<file path="src/hw/rtl/wpa_pkg.sv">
// Shared types, widths and weight tables for the weighted power average block.
// No dependencies; imported by wpa_ctrl, wpa_dp and weighted_power_average_core.
package wpa_pkg;

    localparam int SMP_W     = 31;            // stored sample width (positive only)
    localparam int W_W       = 15;            // tap weight width
    localparam int PROD_W    = SMP_W + W_W;   // one product
    localparam int NUM_W     = 48;            // weighted sum, < 2^31 * 117563
    localparam int DEN_W     = 17;            // weight sum, <= 117563
    localparam int WIDX_W    = 4;             // weight table index
    localparam int DIV_STEPS = NUM_W / 2;     // two quotient bits per cycle
    localparam int DIV_W     = $clog2(DIV_STEPS);

    localparam logic [1:0] MODE_CHG  = 2'd0;
    localparam logic [1:0] MODE_DIS  = 2'd1;
    localparam logic [1:0] MODE_NONE = 2'd2;

    typedef struct packed {
        logic load;       // take input word, update history
        logic mac_step;   // one multiply-accumulate step
        logic div_init;   // final accumulate, latch divisor
        logic div_step;   // two restoring division steps
        logic load_out;   // write result into output register
    } wpa_cmd_t;

    typedef struct packed {
        logic in_bad;     // current input sample is zero or negative
        logic mac_last;   // last stored sample being multiplied
        logic div_last;   // last division step
        logic out_free;   // output register can take a word
    } wpa_sts_t;

    // Weight of a tap, indexed from the oldest sample, scaled by 1000.
    function automatic logic [W_W-1:0] tap_weight(input logic [WIDX_W-1:0] idx);
        logic [W_W-1:0] w;
        begin
            case (idx)
                4'd0:    w = 15'd1000;
                4'd1:    w = 15'd2297;
                4'd2:    w = 15'd3737;
                4'd3:    w = 15'd5278;
                4'd4:    w = 15'd6899;
                4'd5:    w = 15'd8586;
                4'd6:    w = 15'd10330;
                4'd7:    w = 15'd12126;
                4'd8:    w = 15'd13967;
                4'd9:    w = 15'd15849;
                4'd10:   w = 15'd17769;
                4'd11:   w = 15'd19725;
                default: w = '0;
            endcase
            return w;
        end
    endfunction

    // Sum of the first cnt weights.
    function automatic logic [DEN_W-1:0] den_sum(input logic [WIDX_W-1:0] cnt);
        logic [DEN_W-1:0] s;
        begin
            case (cnt)
                4'd1:    s = 17'd1000;
                4'd2:    s = 17'd3297;
                4'd3:    s = 17'd7034;
                4'd4:    s = 17'd12312;
                4'd5:    s = 17'd19211;
                4'd6:    s = 17'd27797;
                4'd7:    s = 17'd38127;
                4'd8:    s = 17'd50253;
                4'd9:    s = 17'd64220;
                4'd10:   s = 17'd80069;
                4'd11:   s = 17'd97838;
                4'd12:   s = 17'd117563;
                default: s = '0;
            endcase
            return s;
        end
    endfunction

endpackage

</file>
<file path="src/hw/rtl/wpa_ctrl.sv">
// Sequencer for the weighted power average: accept, MAC, divide, output.
// Depends on wpa_pkg for the command and status structs.
module wpa_ctrl (
    input  logic              clk,
    input  logic              rst_n,
    input  logic              in_valid,
    output logic              in_stall,
    input  wpa_pkg::wpa_sts_t sts,
    output wpa_pkg::wpa_cmd_t cmd
);
    import wpa_pkg::*;

    localparam logic [2:0] ST_IDLE = 3'd0;
    localparam logic [2:0] ST_MAC  = 3'd1;
    localparam logic [2:0] ST_FIN  = 3'd2;
    localparam logic [2:0] ST_DIV  = 3'd3;
    localparam logic [2:0] ST_RES  = 3'd4;

    logic [2:0] state_reg;
    logic [2:0] state_next;

    assign in_stall = (state_reg != ST_IDLE);

    always_comb
    begin
        state_next = state_reg;
        cmd        = '0;
        unique case (state_reg)
            ST_IDLE:
            begin
                if (in_valid)
                begin
                    cmd.load   = 1'b1;
                    state_next = sts.in_bad ? ST_RES : ST_MAC;
                end
            end
            ST_MAC:
            begin
                cmd.mac_step = 1'b1;
                if (sts.mac_last)
                    state_next = ST_FIN;
            end
            ST_FIN:
            begin
                cmd.div_init = 1'b1;
                state_next   = ST_DIV;
            end
            ST_DIV:
            begin
                cmd.div_step = 1'b1;
                if (sts.div_last)
                    state_next = ST_RES;
            end
            ST_RES:
            begin
                if (sts.out_free)
                begin
                    cmd.load_out = 1'b1;
                    state_next   = ST_IDLE;
                end
            end
            default:
                state_next = ST_IDLE;
        endcase
    end

    always_ff @(posedge clk or negedge rst_n)
    begin
        if (!rst_n)
            state_reg <= ST_IDLE;
        else
            state_reg <= state_next;
    end

endmodule

</file>
<file path="src/hw/rtl/wpa_dp.sv">
// Datapath: sample history, serial MAC, radix-4 restoring divider, output register.
// Depends on wpa_pkg for widths, weight tables and command/status structs.
module wpa_dp #(
    parameter int HISTORY_DEPTH = 12
) (
    input  logic               clk,
    input  logic               rst_n,
    input  logic signed [31:0] power_uw,
    input  logic               discharging,
    input  wpa_pkg::wpa_cmd_t  cmd,
    output wpa_pkg::wpa_sts_t  sts,
    output logic signed [31:0] avg_power_uw,
    output logic               out_valid,
    input  logic               out_stall
);
    import wpa_pkg::*;

    localparam int CNT_W = $clog2(HISTORY_DEPTH + 1);
    localparam int IDX_W = (HISTORY_DEPTH > 1) ? $clog2(HISTORY_DEPTH) : 1;
    localparam logic [CNT_W-1:0] DEPTH_CNT = CNT_W'(HISTORY_DEPTH);
    localparam logic [IDX_W-1:0] LAST_IDX  = IDX_W'(HISTORY_DEPTH - 1);

    logic [SMP_W-1:0]  hist_reg [HISTORY_DEPTH];
    logic [CNT_W-1:0]  count_reg;
    logic [CNT_W-1:0]  count_next;
    logic [1:0]        mode_reg;
    logic              bad_reg;
    logic [IDX_W-1:0]  idx_reg;
    logic [PROD_W-1:0] prod_reg;
    logic [PROD_W-1:0] prod_next;
    logic [NUM_W-1:0]  acc_reg;
    logic [DEN_W-1:0]  den_reg;
    logic [DEN_W-1:0]  rem_reg;
    logic [DIV_W-1:0]  div_cnt_reg;
    logic [31:0]       avg_reg;
    logic              out_valid_reg;

    logic              sample_ok;
    logic [1:0]        new_mode;
    logic [CNT_W-1:0]  base_cnt;
    logic              hist_full;
    logic [IDX_W-1:0]  wr_idx;

    logic [DEN_W:0]    r1;
    logic [DEN_W:0]    r2;
    logic              ge1;
    logic              ge2;
    logic [DEN_W-1:0]  r1s;
    logic [DEN_W-1:0]  r2s;

    // history bookkeeping for the incoming word
    assign sample_ok  = !power_uw[31] && (power_uw != '0);
    assign new_mode   = {1'b0, discharging};
    assign base_cnt   = (new_mode != mode_reg) ? '0 : count_reg;
    assign hist_full  = (base_cnt == DEPTH_CNT);
    assign wr_idx     = hist_full ? LAST_IDX : base_cnt[IDX_W-1:0];
    assign count_next = hist_full ? DEPTH_CNT : base_cnt + CNT_W'(1);

    assign prod_next = PROD_W'(hist_reg[idx_reg]) * PROD_W'(tap_weight(WIDX_W'(idx_reg)));

    // two restoring steps per cycle, quotient bits shift into acc_reg from the bottom
    assign r1  = {rem_reg, acc_reg[NUM_W-1]};
    assign ge1 = (r1 >= {1'b0, den_reg});
    assign r1s = ge1 ? DEN_W'(r1 - {1'b0, den_reg}) : r1[DEN_W-1:0];
    assign r2  = {r1s, acc_reg[NUM_W-2]};
    assign ge2 = (r2 >= {1'b0, den_reg});
    assign r2s = ge2 ? DEN_W'(r2 - {1'b0, den_reg}) : r2[DEN_W-1:0];

    assign sts.in_bad   = !sample_ok;
    assign sts.mac_last = ((CNT_W'(idx_reg) + CNT_W'(1)) == count_reg);
    assign sts.div_last = (div_cnt_reg == DIV_W'(DIV_STEPS - 1));
    assign sts.out_free = !out_valid_reg || !out_stall;

    assign avg_power_uw = avg_reg;
    assign out_valid    = out_valid_reg;

    always_ff @(posedge clk or negedge rst_n)
    begin
        if (!rst_n)
        begin
            count_reg     <= '0;
            mode_reg      <= MODE_NONE;
            bad_reg       <= 1'b0;
            idx_reg       <= '0;
            div_cnt_reg   <= '0;
            out_valid_reg <= 1'b0;
        end
        else
        begin
            if (cmd.load)
            begin
                bad_reg <= !sample_ok;
                idx_reg <= '0;
                if (sample_ok)
                begin
                    count_reg <= count_next;
                    mode_reg  <= new_mode;
                end
                else
                    count_reg <= '0;
            end
            else if (cmd.mac_step)
                idx_reg <= idx_reg + IDX_W'(1);

            if (cmd.div_init)
                div_cnt_reg <= '0;
            else if (cmd.div_step)
                div_cnt_reg <= div_cnt_reg + DIV_W'(1);

            if (cmd.load_out)
                out_valid_reg <= 1'b1;
            else if (out_valid_reg && !out_stall)
                out_valid_reg <= 1'b0;
        end
    end

    always_ff @(posedge clk)
    begin
        if (cmd.load && sample_ok)
        begin
            if (hist_full)
            begin
                for (int i = 0; i < HISTORY_DEPTH - 1; i++)
                    hist_reg[i] <= hist_reg[i + 1];
            end
            hist_reg[wr_idx] <= power_uw[SMP_W-1:0];
        end

        if (cmd.load)
        begin
            prod_reg <= '0;
            acc_reg  <= '0;
        end
        else if (cmd.mac_step)
        begin
            prod_reg <= prod_next;
            acc_reg  <= acc_reg + NUM_W'(prod_reg);
        end
        else if (cmd.div_init)
        begin
            acc_reg <= acc_reg + NUM_W'(prod_reg);
            den_reg <= den_sum(WIDX_W'(count_reg));
            rem_reg <= '0;
        end
        else if (cmd.div_step)
        begin
            acc_reg <= {acc_reg[NUM_W-3:0], ge1, ge2};
            rem_reg <= r2s;
        end

        if (cmd.load_out)
            avg_reg <= bad_reg ? '1 : acc_reg[31:0];
    end

    a_count_range: assert property (@(posedge clk) disable iff (!rst_n)
        count_reg <= DEPTH_CNT)
        else $error("history count above depth");

    a_div_nonempty: assert property (@(posedge clk) disable iff (!rst_n)
        cmd.div_init |-> (count_reg != '0))
        else $error("division started with empty history");

    a_quot_fits: assert property (@(posedge clk) disable iff (!rst_n)
        (cmd.load_out && !bad_reg) |-> (acc_reg[NUM_W-1:31] == '0))
        else $error("quotient exceeds 31 bits");

endmodule

</file>
<file path="src/hw/rtl/weighted_power_average_core.sv">
// Top level of the weighted power average: controller plus datapath.
// Depends on wpa_pkg, wpa_ctrl and wpa_dp.
//
//  channel | handshake           | payload
//  --------+---------------------+----------------------------------
//  input   | in_valid / in_stall | power_uw[31:0] s, discharging
//  output  | out_valid/out_stall | avg_power_uw[31:0] s
//
// A valid sample runs a serial MAC of one tap per cycle over the n stored samples
// (at most HISTORY_DEPTH), a final accumulate, then a 48-bit restoring divider
// retiring two quotient bits per cycle; a zero or negative sample skips both.
// Reset clears the history count and the mode; history contents are not cleared.
// in_stall is high while a word is in work; a new word is taken while the
// previous result still waits in the output register.
module weighted_power_average_core #(
    parameter int HISTORY_DEPTH = 12
) (
    input  logic               clk,
    input  logic               rst_n,
    input  logic               in_valid,
    output logic               in_stall,
    input  logic signed [31:0] power_uw,
    input  logic               discharging,
    output logic               out_valid,
    input  logic               out_stall,
    output logic signed [31:0] avg_power_uw
);
    import wpa_pkg::*;

    wpa_cmd_t cmd;
    wpa_sts_t sts;

    wpa_ctrl u_ctrl (
        .clk      (clk),
        .rst_n    (rst_n),
        .in_valid (in_valid),
        .in_stall (in_stall),
        .sts      (sts),
        .cmd      (cmd)
    );

    wpa_dp #(
        .HISTORY_DEPTH (HISTORY_DEPTH)
    ) u_dp (
        .clk          (clk),
        .rst_n        (rst_n),
        .power_uw     (power_uw),
        .discharging  (discharging),
        .cmd          (cmd),
        .sts          (sts),
        .avg_power_uw (avg_power_uw),
        .out_valid    (out_valid),
        .out_stall    (out_stall)
    );

endmodule

</file>
<file path="config.mk">
export PLATFORM = sky130hd
export DESIGN_NAME = weighted_power_average_core
export DESIGN_NICKNAME = d
export VERILOG_FILES = /design/src/hw/rtl/wpa_pkg.sv /design/src/hw/rtl/wpa_ctrl.sv /design/src/hw/rtl/wpa_dp.sv /design/src/hw/rtl/weighted_power_average_core.sv
export SDC_FILE = /design/constraint.sdc
export NUM_CORES = 2
export LEC_CHECK = 0
export BUFFER_PORTS_ARGS = -buffer_cell sky130_fd_sc_hd__buf_4
export CAP_MARGIN = 5
export CORE_MARGIN = 3
export CORE_UTILIZATION = 45
export DETAILED_ROUTE_END_ITERATION = 12
export GPL_ROUTABILITY_DRIVEN = 1
export PLACE_DENSITY = 0.67
export REMOVE_ABC_BUFFERS = 1
export SYNTH_ARGS = -nofsm -noshare
export SYNTH_HDL_FRONTEND = slang
export SYNTH_SLANG_ARGS = --single-unit
</file>
<file path="constraint.sdc">
create_clock -name clk -period 10.45 [get_ports clk]
set_input_delay 2.09 -clock clk [delete_from_list [all_inputs] [get_ports clk]]
set_output_delay 2.09 -clock clk [all_outputs]
set_load 0.005 [all_outputs]
</file>
==> reports/metrics.yaml <==
setup_path:
  max_stage_delay_ns: 0.93
  worstPathArrival_ns: 10.06
  crit_family: "adder cells"
  critical_path_buf_inv_count: 5
  critPathLaunchType: "register"
  crit_type: "register to register"
  crit_path_frequent_cell: "fa_1"
  required_ns: 10.96
  cpMaxStageDelayCell: "dfrtp_4"
  cp_max_fo: 37
  crit_path_end_kind: "register"
route:
  routed_wl_um: 131500
  routedWlPerCell_um: 22.12
  firstDrtPassIters: 5
  vias: 34070
  postRouteAntennaNets: 0
  drc: 0
  drt-initial-drc-count: 2991
  vias_per_cell: 5.733
run:
  maxCapViolCount: 0
sta:
  period_share_pct: 91.42
  setup_viol: 0
  period_minus_slack_ns: 9.553
  worst_slew_pin_slew_ns: 1.296
  finalHoldViolCount: 0
  finClkSkew_ns: 0.02040
  grt_setup_unrepaired: "false"
  final_max_slew_viol_count: 0
  slew_headroom_pct: 13.61
  fmax_mhz: 104.7
clock_network:
  clock-sinks: 676
  numCtsBuffers: 77
  insertion_delay_ns: 0.67
  clockBufferDepth: 3
  cts-root-buf: "clkbuf_16"
  post-cts-setup-buffers: 0
  cts_resized: 0
  cts_hold_buf: 0
  cts_htree_levels: 3
  cts_tree: "yes"
  clk_pin_slew_ns: 0.06
yosys:
  synth_top_cell_area_share_pct: 33.96
  synth_common_cells: "edfxtp_1 (562), inv_1 (436), nand2_1 (387), fa_1 (378), mux2_2 (340)"
  ys_ff_latch: 676
  seq_area_frac_synth_pct: 38.76
  synth_cells: 4453
  synth.distinct_cells: 86
  yosys_warnings: 0
  synth_edf_count: 562
  yosys.area.top_type: "edfxtp_1"
  synth.area.top_cells: "edfxtp_1 (34%), fa_1 (15%), mux2_2 (7.7%)"
  yosysMostFrequentCell: "edfxtp_1"
  syn_area_per_cell_um2: 11.16
  synth_area_um2: 49690
  async_flop_share_pct: 2.959
  ys.flop_type: "edfxtp_1"
floorplan:
  ios: 71
  die_y_um: 338.3
  num_rows: 121
  initial_core_util_pct: 45.52
  dieArea_um2: 114400
  die_w_um: 338.3
  core_area_um2: 109200
grt:
  grt_pass1_vias: 34460
  overflow: 0
  gr-usage-all-layers_pct: 22.85
  grt_max_degree: 85
  grt_pass1_wl_um: 206400
  antenna_found_initial: 1
layout:
  final_cells: 5942
  drive_above_1_share_pct: 17.24
  areaGrowthSynthToFinish_pct: 9.271
  nNetsFinal: 5031
  antennaDiodeCount: 0
  largest_register_ffs: 496
placement:
  dp_cells: 5804
  place_congestion: 0.9453
  port_buffers: 70
  dp_hpwl_um: 90510
hold_path:
  hold_class: "register to register"
run_status:
  outcome: "finished, final reports clean"
## area by class of cell
class,count,area (µm²)
Tap cell,1476,1847
Inverter,438,1644
Multi-Input combinational cell,3067,27940
Fill cell,9688,54860
Clock buffer,98,2048
Sequential cell,676,19270
Clock inverter,40,411.6
Timing Repair Buffer,147,1129
## metrics by stage
step / utilization [%] / hold WS (ns) / area (µm²) / worst slack (ns) / setup TNS [ns]
2_1_floorplan: - / 0.4291 / 48610 / -4.019 / -133.44
3_3_place_gp: 47.49 / 0.4487 / 51840 / 0.8929 / 0
3_5_place_dp: 47.49 / 0.4567 / 51840 / 0.9072 / 0
4_1_cts: 49.74 / 0.4686 / 54300 / 0.8715 / 0
5_1_grt: 49.74 / 0.4857 / 54300 / 0.4384 / 0
6_report: 49.74 / 0.4651 / 54300 / 0.8967 / 0
## final timing paths
check                                                 end  slack (ns)  cells past startpoint                      startpoint
max                        u_dp.prod_reg[39]$_SDFFE_PP0P_        0.90                     28     u_dp.idx_reg[0]$_DFFE_PN0P_
min                        u_dp.prod_reg[38]$_SDFFE_PP0P_        0.47                      2  u_dp.prod_reg[38]$_SDFFE_PP0P_
max reg2reg                u_dp.prod_reg[39]$_SDFFE_PP0P_        0.90                     28     u_dp.idx_reg[0]$_DFFE_PN0P_
min reg2reg                u_dp.prod_reg[38]$_SDFFE_PP0P_        0.47                      2  u_dp.prod_reg[38]$_SDFFE_PP0P_
max in group asynchronous    u_dp.mode_reg[1]$_DFFE_PN1P_        8.84                      1                           rst_n
min in group asynchronous    u_dp.mode_reg[0]$_DFFE_PN0P_        1.32                      1                           rst_n
## tightest hold or removal path, stage by stage, from the launching register on
cell and delay (ns):
dfxtp_1 0.31, nand3_1 0.06, o21ai_1 0.05
## per-layer routing
metal / wire length (µm) / track usage (%) / up-vias
li1: - / - / 15620
met3: 8963 / 3.782 / 211
met5: 11 / 0 / -
met1: 57880 / 32.03 / 17100
met2: 61130 / 36.84 / 1134
met4: 3466 / 6.311 / 2
## cells in the final DEF, fill, tap and decap left out, drive strengths merged, types with 139 or more instances in the layout
cell    count
edfxtp    562
and2      139
ha        209
nand2     387
a21oi     187
mux2      354
inv       440
nor2      206
o21ai     204
fa        378
buf       147
## logic make-up (layout without fill, tap and decap cells)
group / after synthesis / after routing / share of synthesized area [%]
XOR/XNOR: 113 / 113 / 1.992
AO/OA/AOI/OAI: 718 / 718 / 9.244
flip-flops: 676 / 676 / 38.76
buffers and inverters: 710 / 723 / 5.474
multiplexers: 549 / 549 / 13.54
adder cells (fa/ha/maj): 587 / 587 / 20.49
AND/OR/NAND/NOR: 1100 / 1100 / 10.50
Power is not shown: default switching activity piles up to over one toggle a cycle in this logic, so the estimate is an artifact.
